$ cat src/hw/rtl/ssh_pkg.sv
package ssh_pkg;

   // frame counter width; the counter itself holds one more bit to saturate at 2^N
   localparam int FRAME_INDEX_BITS = 24;
   localparam int COUNT_BITS       = FRAME_INDEX_BITS + 1;

   localparam int CSR_DATA_BITS  = 16;
   localparam int CSR_INDEX_BITS = 3;

   // compare width that holds both a frame count and a 16-bit register
   localparam int CMP_BITS      = (COUNT_BITS > CSR_DATA_BITS) ? COUNT_BITS : CSR_DATA_BITS;
   // padded end is kept unclamped, so it needs one bit of headroom
   localparam int HELD_END_BITS = CMP_BITS + 1;

   // event queue between front and back
   localparam int QUEUE_DEPTH      = 4;
   localparam int QUEUE_PTR_BITS   = $clog2(QUEUE_DEPTH);
   localparam int QUEUE_COUNT_BITS = QUEUE_PTR_BITS + 1;

   // register indexes
   localparam logic [CSR_INDEX_BITS-1:0] CSR_START_THRESHOLD   = 3'd0;
   localparam logic [CSR_INDEX_BITS-1:0] CSR_RELEASE_THRESHOLD = 3'd1;
   localparam logic [CSR_INDEX_BITS-1:0] CSR_MIN_SILENCE       = 3'd2;
   localparam logic [CSR_INDEX_BITS-1:0] CSR_MIN_SPEECH        = 3'd3;
   localparam logic [CSR_INDEX_BITS-1:0] CSR_PAD               = 3'd4;

   // register reset values
   localparam logic [CSR_DATA_BITS-1:0] START_THRESHOLD_RESET   = 16'd16384;
   localparam logic [CSR_DATA_BITS-1:0] RELEASE_THRESHOLD_RESET = 16'd11469;
   localparam logic [CSR_DATA_BITS-1:0] MIN_SILENCE_RESET       = 16'd10;
   localparam logic [CSR_DATA_BITS-1:0] MIN_SPEECH_RESET        = 16'd8;
   localparam logic [CSR_DATA_BITS-1:0] PAD_RESET               = 16'd3;

   typedef struct packed {
      logic [CSR_DATA_BITS-1:0] start_threshold;
      logic [CSR_DATA_BITS-1:0] release_threshold;
      logic [CSR_DATA_BITS-1:0] min_silence_frames;
      logic [CSR_DATA_BITS-1:0] min_speech_frames;
      logic [CSR_DATA_BITS-1:0] pad_frames;
   } cfg_type;

   // one classified frame event: a closed raw segment and/or the end of stream
   typedef struct packed {
      logic                        has_close;
      logic                        final_frame;
      logic [FRAME_INDEX_BITS-1:0] seg_begin;
      logic [COUNT_BITS-1:0]       seg_stop;
      logic [COUNT_BITS-1:0]       frame_count;
   } event_type;

   typedef struct packed {
      logic [FRAME_INDEX_BITS-1:0] seg_start;
      logic [COUNT_BITS-1:0]       seg_end;
      logic                        has_segment;
      logic                        reaches_stream_end;
      logic                        end_of_stream;
   } result_type;

endpackage

$ cat src/hw/rtl/speech_segment_hysteresis_padder.sv
// Channel   Direction  Handshake             Payload
// req_      in         push / full           probability, final_frame
// rsp_      out        empty / pop           seg_start, seg_end, has_segment,
//                                            reaches_stream_end, end_of_stream
// csr_      in         csr_valid / csr_ready csr_index, csr_data
//
// The front takes one request per cycle while full is low and classifies it in
// that cycle; frames that close a segment or end the stream go into a 4-entry
// event queue. The back retires one event per cycle while its output register
// is free, a closing final frame as a close and then a flush; each result sits
// in one output register until popped. Synchronous reset clears stream state and
// loads the register defaults. full rises when the event queue fills: behind a
// stalled result, or under a run of final frames that each also close a segment.
module speech_segment_hysteresis_padder
   import ssh_pkg::*;
(
   input  logic                        clock,
   input  logic                        reset,
   input  logic                        req_push,
   output logic                        req_full,
   input  logic [CSR_DATA_BITS-1:0]    req_probability,
   input  logic                        req_final_frame,
   output logic                        rsp_empty,
   input  logic                        rsp_pop,
   output logic [FRAME_INDEX_BITS-1:0] rsp_seg_start,
   output logic [COUNT_BITS-1:0]       rsp_seg_end,
   output logic                        rsp_has_segment,
   output logic                        rsp_reaches_stream_end,
   output logic                        rsp_end_of_stream,
   input  logic                        csr_valid,
   output logic                        csr_ready,
   input  logic [CSR_INDEX_BITS-1:0]   csr_index,
   input  logic [CSR_DATA_BITS-1:0]    csr_data
);

   cfg_type    cfg_ff;
   logic       req_accept;
   logic       front_ev_valid;
   event_type  front_ev;
   logic       queue_empty;
   event_type  queue_head;
   logic       back_pop;
   logic       back_valid;
   result_type back_rsp;

   // configuration registers
   assign csr_ready = 1'b1;

   always_ff @(posedge clock) begin
      if (reset) begin
         cfg_ff.start_threshold    <= START_THRESHOLD_RESET;
         cfg_ff.release_threshold  <= RELEASE_THRESHOLD_RESET;
         cfg_ff.min_silence_frames <= MIN_SILENCE_RESET;
         cfg_ff.min_speech_frames  <= MIN_SPEECH_RESET;
         cfg_ff.pad_frames         <= PAD_RESET;
      end else if (csr_valid && csr_ready) begin
         unique case (csr_index)
            CSR_START_THRESHOLD:   cfg_ff.start_threshold    <= csr_data;
            CSR_RELEASE_THRESHOLD: cfg_ff.release_threshold  <= csr_data;
            CSR_MIN_SILENCE:       cfg_ff.min_silence_frames <= csr_data;
            CSR_MIN_SPEECH:        cfg_ff.min_speech_frames  <= csr_data;
            CSR_PAD:               cfg_ff.pad_frames         <= csr_data;
            default: ;
         endcase
      end
   end

   assign req_accept = req_push & ~req_full;

   ssh_front u_front (
      .clock       (clock),
      .reset       (reset),
      .cfg         (cfg_ff),
      .accept      (req_accept),
      .probability (req_probability),
      .final_frame (req_final_frame),
      .ev_valid    (front_ev_valid),
      .ev          (front_ev)
   );

   ssh_queue u_queue (
      .clock     (clock),
      .reset     (reset),
      .push      (req_accept & front_ev_valid),
      .push_data (front_ev),
      .full      (req_full),
      .pop       (back_pop),
      .empty     (queue_empty),
      .head      (queue_head)
   );

   ssh_back u_back (
      .clock     (clock),
      .reset     (reset),
      .cfg       (cfg_ff),
      .ev_valid  (~queue_empty),
      .ev        (queue_head),
      .ev_pop    (back_pop),
      .rsp_valid (back_valid),
      .rsp       (back_rsp),
      .rsp_taken (rsp_pop & back_valid)
   );

   assign rsp_empty              = ~back_valid;
   assign rsp_seg_start          = back_rsp.seg_start;
   assign rsp_seg_end            = back_rsp.seg_end;
   assign rsp_has_segment        = back_rsp.has_segment;
   assign rsp_reaches_stream_end = back_rsp.reaches_stream_end;
   assign rsp_end_of_stream      = back_rsp.end_of_stream;

endmodule

$ cat src/hw/rtl/ssh_front.sv
module ssh_front
   import ssh_pkg::*;
(
   input  logic                        clock,
   input  logic                        reset,
   input  cfg_type                     cfg,
   input  logic                        accept,
   input  logic [CSR_DATA_BITS-1:0]    probability,
   input  logic                        final_frame,
   output logic                        ev_valid,
   output event_type                   ev
);

   logic [COUNT_BITS-1:0]       frame_index_ff, frame_index_in;
   logic                        in_speech_ff, in_speech_in;
   logic                        in_silence_ff, in_silence_in;
   logic [FRAME_INDEX_BITS-1:0] speech_begin_ff, speech_begin_in;
   logic [FRAME_INDEX_BITS-1:0] silence_begin_ff, silence_begin_in;

   logic [FRAME_INDEX_BITS-1:0] frame;
   logic [FRAME_INDEX_BITS-1:0] silence_gap;
   logic                        start_hit;
   logic                        release_hit;
   logic                        silence_done;

   assign start_hit    = probability >= cfg.start_threshold;
   assign release_hit  = probability < cfg.release_threshold;
   assign silence_gap  = frame - silence_begin_ff;
   assign silence_done = CMP_BITS'(silence_gap) >= CMP_BITS'(cfg.min_silence_frames);

   // frame number with saturation, hysteresis update, end-of-stream close
   always_comb begin
      if (!frame_index_ff[FRAME_INDEX_BITS]) begin
         frame          = frame_index_ff[FRAME_INDEX_BITS-1:0];
         frame_index_in = frame_index_ff + COUNT_BITS'(1);
      end else begin
         frame          = '1;
         frame_index_in = frame_index_ff;
      end

      in_speech_in     = in_speech_ff;
      in_silence_in    = in_silence_ff;
      speech_begin_in  = speech_begin_ff;
      silence_begin_in = silence_begin_ff;

      ev.has_close   = 1'b0;
      ev.final_frame = final_frame;
      ev.seg_begin   = speech_begin_ff;
      ev.seg_stop    = {1'b0, silence_begin_ff};
      ev.frame_count = frame_index_in;

      priority if (!in_speech_ff) begin
         if (start_hit) begin
            in_speech_in    = 1'b1;
            speech_begin_in = frame;
         end
      end else if (start_hit) begin
         in_silence_in = 1'b0;
      end else if (!in_silence_ff) begin
         if (release_hit) begin
            in_silence_in    = 1'b1;
            silence_begin_in = frame;
         end
      end else begin
         // silence long enough: close the segment at its start
         if (silence_done) begin
            ev.has_close  = 1'b1;
            in_speech_in  = 1'b0;
            in_silence_in = 1'b0;
         end
      end

      // last frame: close an open segment, then start a fresh stream
      if (final_frame) begin
         if (in_speech_in) begin
            ev.has_close = 1'b1;
            ev.seg_begin = speech_begin_in;
            ev.seg_stop  = in_silence_in ? {1'b0, silence_begin_in} : frame_index_in;
         end
         frame_index_in   = '0;
         in_speech_in     = 1'b0;
         in_silence_in    = 1'b0;
         speech_begin_in  = '0;
         silence_begin_in = '0;
      end
   end

   assign ev_valid = ev.has_close | ev.final_frame;

   always_ff @(posedge clock) begin
      if (reset) begin
         frame_index_ff   <= '0;
         in_speech_ff     <= 1'b0;
         in_silence_ff    <= 1'b0;
         speech_begin_ff  <= '0;
         silence_begin_ff <= '0;
      end else if (accept) begin
         frame_index_ff   <= frame_index_in;
         in_speech_ff     <= in_speech_in;
         in_silence_ff    <= in_silence_in;
         speech_begin_ff  <= speech_begin_in;
         silence_begin_ff <= silence_begin_in;
      end
   end

endmodule

$ cat src/hw/rtl/ssh_queue.sv
module ssh_queue
   import ssh_pkg::*;
(
   input  logic      clock,
   input  logic      reset,
   input  logic      push,
   input  event_type push_data,
   output logic      full,
   input  logic      pop,
   output logic      empty,
   output event_type head
);

   event_type                   entry_ff [QUEUE_DEPTH];
   logic [QUEUE_PTR_BITS-1:0]   wr_ptr_ff, wr_ptr_in;
   logic [QUEUE_PTR_BITS-1:0]   rd_ptr_ff, rd_ptr_in;
   logic [QUEUE_COUNT_BITS-1:0] count_ff, count_in;
   logic                        do_push;
   logic                        do_pop;

   assign full    = count_ff == QUEUE_COUNT_BITS'(QUEUE_DEPTH);
   assign empty   = count_ff == '0;
   assign do_push = push & ~full;
   assign do_pop  = pop & ~empty;
   assign head    = entry_ff[rd_ptr_ff];

   // pointer and fill count update
   always_comb begin
      wr_ptr_in = do_push ? wr_ptr_ff + QUEUE_PTR_BITS'(1) : wr_ptr_ff;
      rd_ptr_in = do_pop ? rd_ptr_ff + QUEUE_PTR_BITS'(1) : rd_ptr_ff;
      count_in  = count_ff;
      if (do_push && !do_pop) begin
         count_in = count_ff + QUEUE_COUNT_BITS'(1);
      end else if (do_pop && !do_push) begin
         count_in = count_ff - QUEUE_COUNT_BITS'(1);
      end
   end

   always_ff @(posedge clock) begin
      if (reset) begin
         wr_ptr_ff <= '0;
         rd_ptr_ff <= '0;
         count_ff  <= '0;
      end else begin
         wr_ptr_ff <= wr_ptr_in;
         rd_ptr_ff <= rd_ptr_in;
         count_ff  <= count_in;
      end
   end

   always_ff @(posedge clock) begin
      if (do_push) begin
         entry_ff[wr_ptr_ff] <= push_data;
      end
   end

endmodule

$ cat src/hw/rtl/ssh_back.sv
module ssh_back
   import ssh_pkg::*;
(
   input  logic       clock,
   input  logic       reset,
   input  cfg_type    cfg,
   input  logic       ev_valid,
   input  event_type  ev,
   output logic       ev_pop,
   output logic       rsp_valid,
   output result_type rsp,
   input  logic       rsp_taken
);

   logic                        held_valid_ff, held_valid_in;
   logic [FRAME_INDEX_BITS-1:0] held_start_ff, held_start_in;
   logic [HELD_END_BITS-1:0]    held_end_ff, held_end_in;
   logic                        close_done_ff, close_done_in;
   logic                        rsp_valid_ff, rsp_valid_in;
   result_type                  rsp_ff, rsp_in;

   logic                        slot_free;
   logic [COUNT_BITS-1:0]       seg_len;
   logic                        keep;
   logic [CMP_BITS-1:0]         begin_ext;
   logic [CMP_BITS-1:0]         pad_ext;
   logic [CMP_BITS-1:0]         padded_begin;
   logic [FRAME_INDEX_BITS-1:0] pad_start;
   logic [HELD_END_BITS-1:0]    pad_end;
   logic                        merge;
   logic [HELD_END_BITS-1:0]    count_ext;
   logic [HELD_END_BITS-1:0]    clamped_end;

   assign slot_free = ~rsp_valid_ff | rsp_taken;

   // length filter and padding of the closed segment
   assign seg_len      = ev.seg_stop - {1'b0, ev.seg_begin};
   assign keep         = CMP_BITS'(seg_len) >= CMP_BITS'(cfg.min_speech_frames);
   assign begin_ext    = CMP_BITS'(ev.seg_begin);
   assign pad_ext      = CMP_BITS'(cfg.pad_frames);
   assign padded_begin = (begin_ext > pad_ext) ? begin_ext - pad_ext : '0;
   assign pad_start    = padded_begin[FRAME_INDEX_BITS-1:0];
   assign pad_end      = HELD_END_BITS'(ev.seg_stop) + HELD_END_BITS'(cfg.pad_frames);
   assign merge        = held_valid_ff && (HELD_END_BITS'(pad_start) <= held_end_ff);

   // held end clamped to the frame count for the end-of-stream flush
   assign count_ext   = HELD_END_BITS'(ev.frame_count);
   assign clamped_end = (held_end_ff < count_ext) ? held_end_ff : count_ext;

   // event step: merge/emit on a close, flush on the final frame
   always_comb begin
      held_valid_in = held_valid_ff;
      held_start_in = held_start_ff;
      held_end_in   = held_end_ff;
      close_done_in = close_done_ff;
      rsp_valid_in  = rsp_valid_ff & ~rsp_taken;
      rsp_in        = rsp_ff;
      ev_pop        = 1'b0;

      if (ev_valid) begin
         if (ev.has_close && !close_done_ff) begin
            // a new kept segment that cannot merge pushes out the held one
            if (!(keep && held_valid_ff && !merge) || slot_free) begin
               if (keep) begin
                  if (merge) begin
                     held_end_in = pad_end;
                  end else begin
                     if (held_valid_ff) begin
                        rsp_valid_in              = 1'b1;
                        rsp_in.seg_start          = held_start_ff;
                        rsp_in.seg_end            = held_end_ff[COUNT_BITS-1:0];
                        rsp_in.has_segment        = 1'b1;
                        rsp_in.reaches_stream_end = 1'b0;
                        rsp_in.end_of_stream      = 1'b0;
                     end
                     held_valid_in = 1'b1;
                     held_start_in = pad_start;
                     held_end_in   = pad_end;
                  end
               end
               if (ev.final_frame) begin
                  close_done_in = 1'b1;
               end else begin
                  ev_pop = 1'b1;
               end
            end
         end else if (slot_free) begin
            rsp_valid_in         = 1'b1;
            rsp_in.end_of_stream = 1'b1;
            if (held_valid_ff) begin
               rsp_in.seg_start          = held_start_ff;
               rsp_in.seg_end            = clamped_end[COUNT_BITS-1:0];
               rsp_in.has_segment        = 1'b1;
               rsp_in.reaches_stream_end = clamped_end == count_ext;
            end else begin
               rsp_in.seg_start          = '0;
               rsp_in.seg_end            = '0;
               rsp_in.has_segment        = 1'b0;
               rsp_in.reaches_stream_end = 1'b0;
            end
            held_valid_in = 1'b0;
            held_start_in = '0;
            held_end_in   = '0;
            close_done_in = 1'b0;
            ev_pop        = 1'b1;
         end
      end
   end

   always_ff @(posedge clock) begin
      if (reset) begin
         held_valid_ff <= 1'b0;
         held_start_ff <= '0;
         held_end_ff   <= '0;
         close_done_ff <= 1'b0;
         rsp_valid_ff  <= 1'b0;
      end else begin
         held_valid_ff <= held_valid_in;
         held_start_ff <= held_start_in;
         held_end_ff   <= held_end_in;
         close_done_ff <= close_done_in;
         rsp_valid_ff  <= rsp_valid_in;
      end
   end

   always_ff @(posedge clock) begin
      rsp_ff <= rsp_in;
   end

   assign rsp_valid = rsp_valid_ff;
   assign rsp       = rsp_ff;

endmodule

$ cat config.mk
export PLATFORM = sky130hd
export DESIGN_NAME = speech_segment_hysteresis_padder
export DESIGN_NICKNAME = d
export VERILOG_FILES = /design/src/hw/rtl/ssh_pkg.sv /design/src/hw/rtl/speech_segment_hysteresis_padder.sv /design/src/hw/rtl/ssh_front.sv /design/src/hw/rtl/ssh_queue.sv /design/src/hw/rtl/ssh_back.sv
export SDC_FILE = /design/constraint.sdc
export NUM_CORES = 1
export LEC_CHECK = 0
export ABC_CLOCK_PERIOD_IN_PS = 9800
export BUFFER_PORTS_ARGS = -buffer_cell sky130_fd_sc_hd__clkbuf_2
export CAP_MARGIN = 20
export CELL_PAD_IN_SITES_DETAIL_PLACEMENT = 2
export CELL_PAD_IN_SITES_GLOBAL_PLACEMENT = 2
export CORE_MARGIN = 4
export CORE_UTILIZATION = 25
export DETAILED_ROUTE_END_ITERATION = 10
export GPL_TIMING_DRIVEN = 1
export MAX_ROUTING_LAYER = met4
export PLACE_DENSITY_LB_ADDON = 0.1
export SKIP_CTS_REPAIR_TIMING = 1
export SLEW_MARGIN = 20
export SYNTH_ARGS = -nofsm -noshare
export SYNTH_HDL_FRONTEND = slang
export SYNTH_SLANG_ARGS = --single-unit
$ cat constraint.sdc
create_clock -name clock -period 9.8 [get_ports clock]
set_input_delay 0.49 -clock clock [delete_from_list [all_inputs] [get_ports clock]]
set_output_delay 0.49 -clock clock [all_outputs]
set_load 0.005 [all_outputs]
==> flow_summary.toml, run 1 <==
[floorplan]
die_area_sq_mm = 0.129
rows = 128
initial_core_util_pct = 25.3
die_w_um = 360
core_sq_mm = 0.122
die_h_um = 360
ioPinCount = 96

[synthesis]
ys_types = 90
netlist_area_sq_mm = 0.0309
synth_warnings = 0
synth_edf_count = 356
yosysSeqAreaShare_pct = 48.6
synth_seq_cells = 573
syn-num-nets = 3152
ys.flop_type = "edfxtp_1"
syn_inst = 2908
synth_area_per_cell_sq_um = 10.6
synthArstFlopShare_pct = 0

[grt]
grt_pass1_vias = 25632
grt-ovfl-total = 0
grt_pass1_wl_mm = 178
grtUsageTotal_pct = 18.8
antenna_found_initial = 5
grt_max_degree = 73

[drt]
ant_nets = 0
via_per_inst = 5.04
wl_per_cell_um = 26.0
firstDrtPassIters = 4
drcViolationCount = 0
vias = 23451
initialDrtViolationCount = 1207
wirelength_mm = 121

[finish]
layout_commonest_cell = "edfxtp_1"
final_cell_mix = "356 x edfxtp_1, 313 x nand2_1, 243 x inv_1, 215 x dfxtp_1, 198 x ha_1"
fin_cells = 4654
design_area_sq_mm = 0.0357
drive_gt1_share_pct = 12.7
area_growth_pct = 15.5
fin_nets = 3212

[placement]
dpl.hpwl_mm = 91.7
placed_cells = 4518
place.gp.congestion = 0.863
portBuffers = 94
dpl_worst_slack_ns = 1.97
placed_cell_area_sq_mm = 0.0332

[sta]
finalSetupViolCount = 0
relSlewSlack_pct = 13.3
drv_slew = 0
hold_violations = 0
rsz0062_at_grt = "no"
max_freq_mhz = 129
min_period_over_period_pct = 79.2
tns_ns = 0
post-route-min-period_ns = 7.76
worst_slew_pin_slew_ns = 1.29
fin_worst_skew_ns = 0.0483
setup_ws_ns = 2.04

[cts]
ctsHtreeMaxLevel = 3
root_buffer = "clkbuf_16"
insertion_delay_ns = 0.66
path_clk_slew_ns = 0.06
numCtsBuffers = 73
clockBufferDepth = 3
cts_tree = "yes"
clock-sinks = 573

[worst_setup_path]
critical_path_required_ns = 10.32
worst_setup_path_end_kind = "register"
arrival_ns = 8.28
critPathKind = "reg2reg"
critPathMaxStageDelay_ns = 0.84
crit_slowest_cell = "or3_1"
cp_cell_sequence = "mux4_2, inv_1, ha_1, fa_1, nand2b_1, a21boi_0, o21a_1, o21a_1, a2111oi_0, or3_1, o21a_2, nor3_1, ha_1, o21ai_0, a21oi_1, o21ai_0, a221o_1, nand3_1, a21oi_1, a2bb2oi_1, or3_1, mux2_2"
path_max_fanout = 32
cp-start-kind = "register"

[pwr]
finalPower_w = 0.0100
vdd_drop_max_uv = 120
p_leak_nw = 13.3
powerDensity_mw_per_mm2 = 280

[hold_path]
holdCritStartpoint = "csr_data[2]"
hp-class = "in2reg"

[run]
maxCapViolations = 0

[run_status]
outcome = "complete, no violations"
==> report_power, final <==
| group | switching, W | total (W) | internal (W) |
|---|---|---|---|
| Sequential | 0.000166 | 0.00302 | 0.00286 |
| Clock | 0.00115 | 0.00283 | 0.00168 |
| Combinational | 0.00265 | 0.00414 | 0.00149 |
==> cells by family after synthesis <==
| kind of cell | synth area share [%] |
|---|---|
| buffers and inverters | 4.98 |
| adder cells (fa/ha/maj) | 8.37 |
| flip-flops | 48.6 |
| other | 0.0121 |
| AO/OA/AOI/OAI | 14.8 |
| AND/OR/NAND/NOR | 13.2 |
| XOR/XNOR | 3.12 |
| multiplexers | 6.95 |
==> stage by stage <==
stage	util [%]	hold slack, ns
floorplan	-	0.430
global placement	27.1	0.442
detailed placement	27.1	0.451
CTS	29.2	0.169
global route	29.2	0.198
finish	29.2	0.214
==> metal layers <==
| metal | track usage [%] | share of wire (%) |
|---|---|---|
| met5 | - | 0 |
| met4 | 5.61 | 2.7 |
| met3 | 1.91 | 2.6 |
| met2 | 30.2 | 47 |
| met1 | 25.3 | 48 |
==> Yosys cell counts (23+ instances only) <==
cell / instances / area (sq um)
ha_1: 198 / 2480
xor2_1: 33 / 289
o211ai_1: 23 / 173
nand2b_1: 23 / 144
inv_1: 244 / 916
nor2_1: 170 / 638
a22oi_1: 39 / 293
o311ai_0: 27 / 236
o32ai_1: 27 / 236
and2_1: 25 / 156
and3_1: 31 / 194
xnor2_1: 77 / 674
o21a_1: 26 / 195
o21ai_0: 103 / 515
nor2b_1: 49 / 307
dfxtp_1: 217 / 4340
nor3_1: 38 / 190
a21oi_1: 187 / 936
nand2_1: 314 / 1180
mux2i_1: 30 / 300
mux4_2: 73 / 1640
a21o_1: 55 / 413
nand4_1: 59 / 369
nor4_1: 30 / 188
nand3_1: 47 / 235
clkbuf_1: 117 / 439
edfxtp_1: 356 / 10700
==> registers in the layout, summed over array words and instances, names as in the netlist, named ones only <==
name                      cells
u_front.speech_begin_ff      24
u_queue.wr_ptr_ff             2
u_front.in_speech_ff          1
u_back.rsp_valid              1
u_back.held_valid_ff          1
u_back.held_end_ff           26
u_front.frame_index_ff       25
u_back.close_done_ff          1
u_front.in_silence_ff         1
u_back.held_start_ff         24
u_front.silence_begin_ff     24
u_queue.rd_ptr_ff             2
u_back.rsp                   52
u_queue.entry_ff            304
u_queue.count_ff              3
cfg_ff                       80
==> worst max-delay path: cells and delay by family (launching register included) <==
kind / cells / cell delay (ns)
AOI/OAI and AO/OA: 11 / 2.93
adders and majority gates: 3 / 0.98
buffers and inverters: 1 / 0.06
DFF: 1 / 0.67
muxes: 2 / 0.79
and+or+nand+nor: 5 / 2.17
==> final timing paths <==
kind / to / slack (ns) / depth (start not counted)
max: u_back.held_start_ff[6] / 2.04 / 22
min: cfg_ff[66] / 0.21 / 3
max reg2reg: u_back.held_start_ff[6] / 2.04 / 22
min reg2reg: cfg_ff[29] / 0.45 / 2
==> layout make-up <==
type	instances	area, sq um
fillers	13302	86700
flip-flops and latches	573	15000
multi-input cells	1942	14400
well taps	1625	2030
clock buffers	94	2010
inverters	244	916
repair buffers	134	827
clock inverters	40	504
diodes	2	5.00
Power figures use the tool's default switching activity.
==> inputs of run 2 (changes only) <==
Settings changed: ABC_AREA set to 1, ABC_CLOCK_PERIOD_IN_PS 9800 to 6800.
Clock period 9.8 ns to 6.8 ns, I/O delays scaled along.
==> flow_summary.toml, run 2 <==
[grt]
grt_pass1_wl_mm = 192
grt-ovfl-total = 0
grtUsageTotal_pct = 19.4
antenna_found_initial = 10
grt_max_degree = 107
grt_pass1_vias = 28792

[synthesis]
ys.flop_type = "edfxtp_1"
synth_area_leaders = "edfxtp_1 33%, dfxtp_1 13%, nand2_1 10%"
synth_area_per_cell_sq_um = 8.19
ys_types = 62
syn-num-nets = 4181
syn_inst = 3937
netlist_area_sq_mm = 0.0323
synth_warnings = 0
synth_top_area_cell = "edfxtp_1"
synthArstFlopShare_pct = 0
synth_top_area_share_pct = 33.1
synth.most_common_cell = "nand2_1"
synth_edf_count = 356
yosysSeqAreaShare_pct = 46.6
synth.top_cells.by_count = "888 x nand2_1, 494 x inv_1, 362 x a21oi_1"
synth_seq_cells = 573

[floorplan]
ioPinCount = 96
core_sq_mm = 0.128
die_h_um = 367
initial_core_util_pct = 25.2
die_w_um = 367
die_area_sq_mm = 0.135
rows = 131

[worst_setup_path]
path_max_fanout = 20
arrival_ns = 6.73
critical_path_required_ns = 7.33
crit_slowest_cell = "dfxtp_4"
critPathKind = "reg2reg"
cp.buffers_inverters = 9
critPathMaxStageDelay_ns = 0.45
worst_setup_path_end_kind = "register"
cpLargestDelayFamily = "simple AND/OR/NAND/NOR gates"
cpMostUsedCell = "nand2_1"
cp-start-kind = "register"

[cts]
clockBufferDepth = 3
root_buffer = "clkbuf_16"
path_clk_slew_ns = 0.06
ctsHtreeMaxLevel = 3
insertion_delay_ns = 0.66
numCtsBuffers = 74
cts_tree = "yes"
clock-sinks = 573

[pwr]
vdd_drop_max_uv = 205
p_leak_nw = 15.4
finalPower_w = 0.0172
powerDensity_mw_per_mm2 = 463

[finish]
fin_nets = 4239
final_util_pct = 29.0
drive_gt1_share_pct = 8.78
largest_reg_flops = 304
layout_commonest_cell = "nand2_1"
final_cell_mix = "887 x nand2_1, 492 x inv_1, 361 x a21oi_1, 356 x edfxtp_1, 333 x nor2_1"
area_growth_pct = 15.0
fin_cells = 5720
top_register = "u_queue.entry_ff"

[sta]
drv_slew = 0
hold_violations = 0
setup_ws_ns = 0.601
finalSetupViolCount = 0
rsz0062_at_grt = "no"
fin_worst_skew_ns = 0.0254
relSlewSlack_pct = 20.3
max_freq_mhz = 161
post-route-min-period_ns = 6.20
min_period_over_period_pct = 91.2
tns_ns = 0
worst_slew_pin_slew_ns = 1.18

[drt]
ant_nets = 0
vias = 27544
via_per_inst = 4.82
initialDrtViolationCount = 1368
wl_per_cell_um = 22.7
wirelength_mm = 130
drcViolationCount = 0
firstDrtPassIters = 5

[run_status]
outcome = "complete, no violations"

[placement]
dpl.hpwl_mm = 98.6
placed_cells = 5574
dpl_worst_slack_ns = 0.276
portBuffers = 94
place.gp.congestion = 0.851

[hold_path]
hp-class = "in2reg"

[run]
maxCapViolations = 0
[run 2: cell types whose count changed in the layout (fill, tap and decap cells not counted), sizes merged, moves of 37 or more]
cell | previous run | this run
a21o | 55 | 6
inv | 252 | 503
nor2 | 170 | 358
mux4 | 73 | 0
nand2 | 314 | 900
nor2b | 49 | 0
o22ai | 4 | 63
a22oi | 39 | 2
o21ai | 110 | 266
a32oi | 3 | 53
a21oi | 187 | 362
nand3 | 48 | 222
xnor2 | 77 | 24
[run 2: kinds of logic (layout without fill, tap and decap cells)]
family	count (synthesis)	in the layout	synth area share, %
AND/OR/NAND/NOR	1600	1600	21.0
AO/OA/AOI/OAI	832	832	14.6
buffers and inverters	669	788	8.16
flip-flops	573	573	46.6
adder cells (fa/ha/maj)	203	203	7.99
XOR/XNOR	59	59	1.65
other	1	3	0.0116
[run 2: where the power goes]
part / internal, W / switching (W) / leakage (nW)
registers: 0.00421 / 0.000210 / 5.14
clock network: 0.00229 / 0.00166 / 1.18
logic: 0.00268 / 0.00615 / 9.07
total: 0.00918 / 0.00802 / 15.4
[run 2: final timing paths]
path / start / end / slack (ns) / cells past startpoint
setup reg to reg: register / u_queue.count_ff[2] / 0.60 / 39
hold / removal: rsp_pop / u_back.rsp_valid / 0.06 / 4
hold reg to reg: cfg_ff[60] / cfg_ff[60] / 0.46 / 2
setup / recovery: register / u_queue.count_ff[2] / 0.60 / 39
[run 2: cell type report]
cell class              instances  area [sq um]
fillers                     14663         90700
flip-flops and latches        573         15000
multi-input cells            2695         14700
well taps                    1662          2080
clock buffers                 101          2050
inverters                     503          1910
repair buffers                148           965
clock inverters                36           378
diodes                          2          5.00
[run 2: metrics by stage]
| step | hold WS, ns | cell area [sq um] |
|---|---|---|
| final | 0.0592 | 37100 |
| after detailed placement | 0.457 | 34600 |
| after CTS | 0.00782 | 37000 |
| after floorplan | 0.429 | 32300 |
| after global placement | 0.449 | 34600 |
| after global routing | 0.0434 | 37100 |
[run 2: per-layer routing]
metal / track usage (%) / vias up / wire length [um] / part of all wire (%)
met4: 3.35 / 0 / 2040 / 1.6
met1: 26.1 / 13739 / 62400 / 48
met2: 31.9 / 331 / 61700 / 48
met3: 2.08 / 111 / 3630 / 2.8
met5: - / - / 0 / 0
li1: - / 13363 / - / -
[run 2: worst min-delay path, stage by stage]
cell and delay, ns:
clkbuf_2 0.08, nor2_1 0.11, inv_1 0.08, a21oi_1 0.06
==> inputs of run 3 (changes only) <==
Settings changed: CELL_PAD_IN_SITES_DETAIL_PLACEMENT 2 to 1, CELL_PAD_IN_SITES_GLOBAL_PLACEMENT 2 to 1.
==> flow_summary.toml, run 3 (synthesis results as in run 2) <==
[run_status]
outcome = "complete, no violations"

[sta]
drv_slew = 0
max_freq_mhz = 166
min_period_over_period_pct = 88.8
finalSetupViolCount = 0
post-route-min-period_ns = 6.04
relSlewSlack_pct = 22.3
worst_slew_pin_slew_ns = 1.15
hold_violations = 0
rsz0062_at_grt = "no"
fin_worst_skew_ns = 0.0409

[worst_setup_path]
cp.depth = 33
cp.buffers_inverters = 6
critical_path_required_ns = 7.34
endpoint = "u_queue.count_ff[2]"
critPathKind = "reg2reg"
worstRegToRegCells = 33
crit_slowest_cell = "dfxtp_4"
r2r-end = "u_queue.count_ff[2]"
critPathMaxStageDelay_ns = 0.43
cpMostUsedCell = "nand2_1"
path_max_fanout = 35
cp-start-kind = "register"
r2r_setup_slack_ns = 0.76
arrival_ns = 6.58
worst_setup_path_end_kind = "register"
cpLargestDelayFamily = "simple AND/OR/NAND/NOR gates"

[grt]
grtUsageTotal_pct = 18.5
grt-ovfl-total = 0
grt_pass1_wl_mm = 184
antenna_found_initial = 6
grt_max_degree = 69
grt_pass1_vias = 27681

[finish]
area_growth_pct = 15.1
nFillCells = 15127
top_register = "u_queue.entry_ff"
fin_nets = 4238
fin_cells = 5724
drive_gt1_share_pct = 8.63
design_area_sq_mm = 0.0371
regArea_sq_mm = 0.0150
layout_commonest_cell = "nand2_1"
final_cell_mix = "887 x nand2_1, 493 x inv_1, 361 x a21oi_1, 356 x edfxtp_1, 333 x nor2_1"
multiInputGateArea_sq_mm = 0.0147
largest_reg_flops = 304

[pwr]
vdd_drop_max_uv = 171
powerDensity_mw_per_mm2 = 458
p_leak_nw = 15.4
finalPower_w = 0.0170

[cts]
numCtsBuffers = 75
ctsHtreeMaxLevel = 3
path_clk_slew_ns = 0.06
root_buffer = "clkbuf_16"
clock-sinks = 573
insertion_delay_ns = 0.67
clockBufferDepth = 3
cts_tree = "yes"

[floorplan]
rows = 131
ioPinCount = 96
initial_core_util_pct = 25.2
die_h_um = 367
die_area_sq_mm = 0.135
core_sq_mm = 0.128
die_w_um = 367

[drt]
wl_per_cell_um = 21.3
vias = 26917
wirelength_mm = 122
initialDrtViolationCount = 1286
ant_nets = 0
drcViolationCount = 0
firstDrtPassIters = 5
via_per_inst = 4.70

[placement]
placed_cell_area_sq_mm = 0.0346
placed_cells = 5577
place.gp.congestion = 0.853
dpl.hpwl_mm = 93.2
portBuffers = 94

[run]
maxCapViolations = 0

[hold_path]
hp-class = "in2reg"
run 3: cell count changes in the layout (fill, tap and decap cells not counted), moves of 3 or more:
cell      previous run  this run
clkinv_1             3        14
clkbuf_8             8         0
clkbuf_1            18        11
clkinv_8             4         0
inv_6                1         5
diode_2              2         5
run 3: final cells by class:
type,instances,share of cell area [%]
timing repair buffer,146,2.55
multi-input combinational,2695,39.5
antenna,5,0.0337
clock inverter,54,1.50
tap,1662,5.60
clock buffer,86,5.17
inverter,503,5.11
sequential,573,40.5
run 3: per-layer routing:
metal,track usage (%),vias to the layer above,share of wire (%)
li1,-,13392,-
met3,2.05,119,2.6
met2,29.9,325,47
met1,24.7,13081,48
met5,-,-,0
met4,4.71,0,2.4
run 3: worst register-to-register path: cells and delay by family, from the launching register on:
kind	cells	cell delay [ns]
AO/OA/AOI/OAI	7	1.12
adder cells (fa/ha/maj)	4	0.92
buffers and inverters	6	1.13
flip-flops	1	0.43
AND/OR/NAND/NOR	16	2.37
run 3: through the flow:
| stage | hold WS [ns] | utilization [%] | worst slack [ns] | setup TNS, ns |
|---|---|---|---|---|
| after floorplan | 0.429 | - | -0.174 | -52.81 |
| after global placement | 0.452 | 27.1 | 0.762 | 0 |
| after detailed placement | 0.455 | 27.1 | 0.682 | 0 |
| after CTS | 0.0133 | 29.0 | 0.666 | 0 |
| after global routing | 0.0652 | 29.0 | 0.0625 | 0 |
| final | 0.0613 | 29.0 | 0.763 | 0 |
run 3: power by group:
part | leakage (nW) | switching [W] | internal, W
Sequential | 5.14 | 0.000196 | 0.00420
Clock | 1.20 | 0.00171 | 0.00230
Combinational | 9.04 | 0.00593 | 0.00265
Total | 15.4 | 0.00783 | 0.00915
run 3: worst min-delay path by stage:
| stage | from | to | slack (ns) | depth (start not counted) |
|---|---|---|---|---|
| 3_3_place_gp | cfg_ff[56] | cfg_ff[56] | 0.45 | 2 |
| 6_report | rsp_pop | u_back.rsp_valid | 0.06 | 4 |
| 4_1_cts | rsp_pop | u_back.rsp_valid | 0.01 | 4 |
| 2_1_floorplan | cfg_ff[48] | cfg_ff[48] | 0.43 | 2 |
| 5_1_grt | csr_data[3] | cfg_ff[35] | 0.07 | 3 |
| 3_5_place_dp | cfg_ff[69] | cfg_ff[69] | 0.46 | 2 |
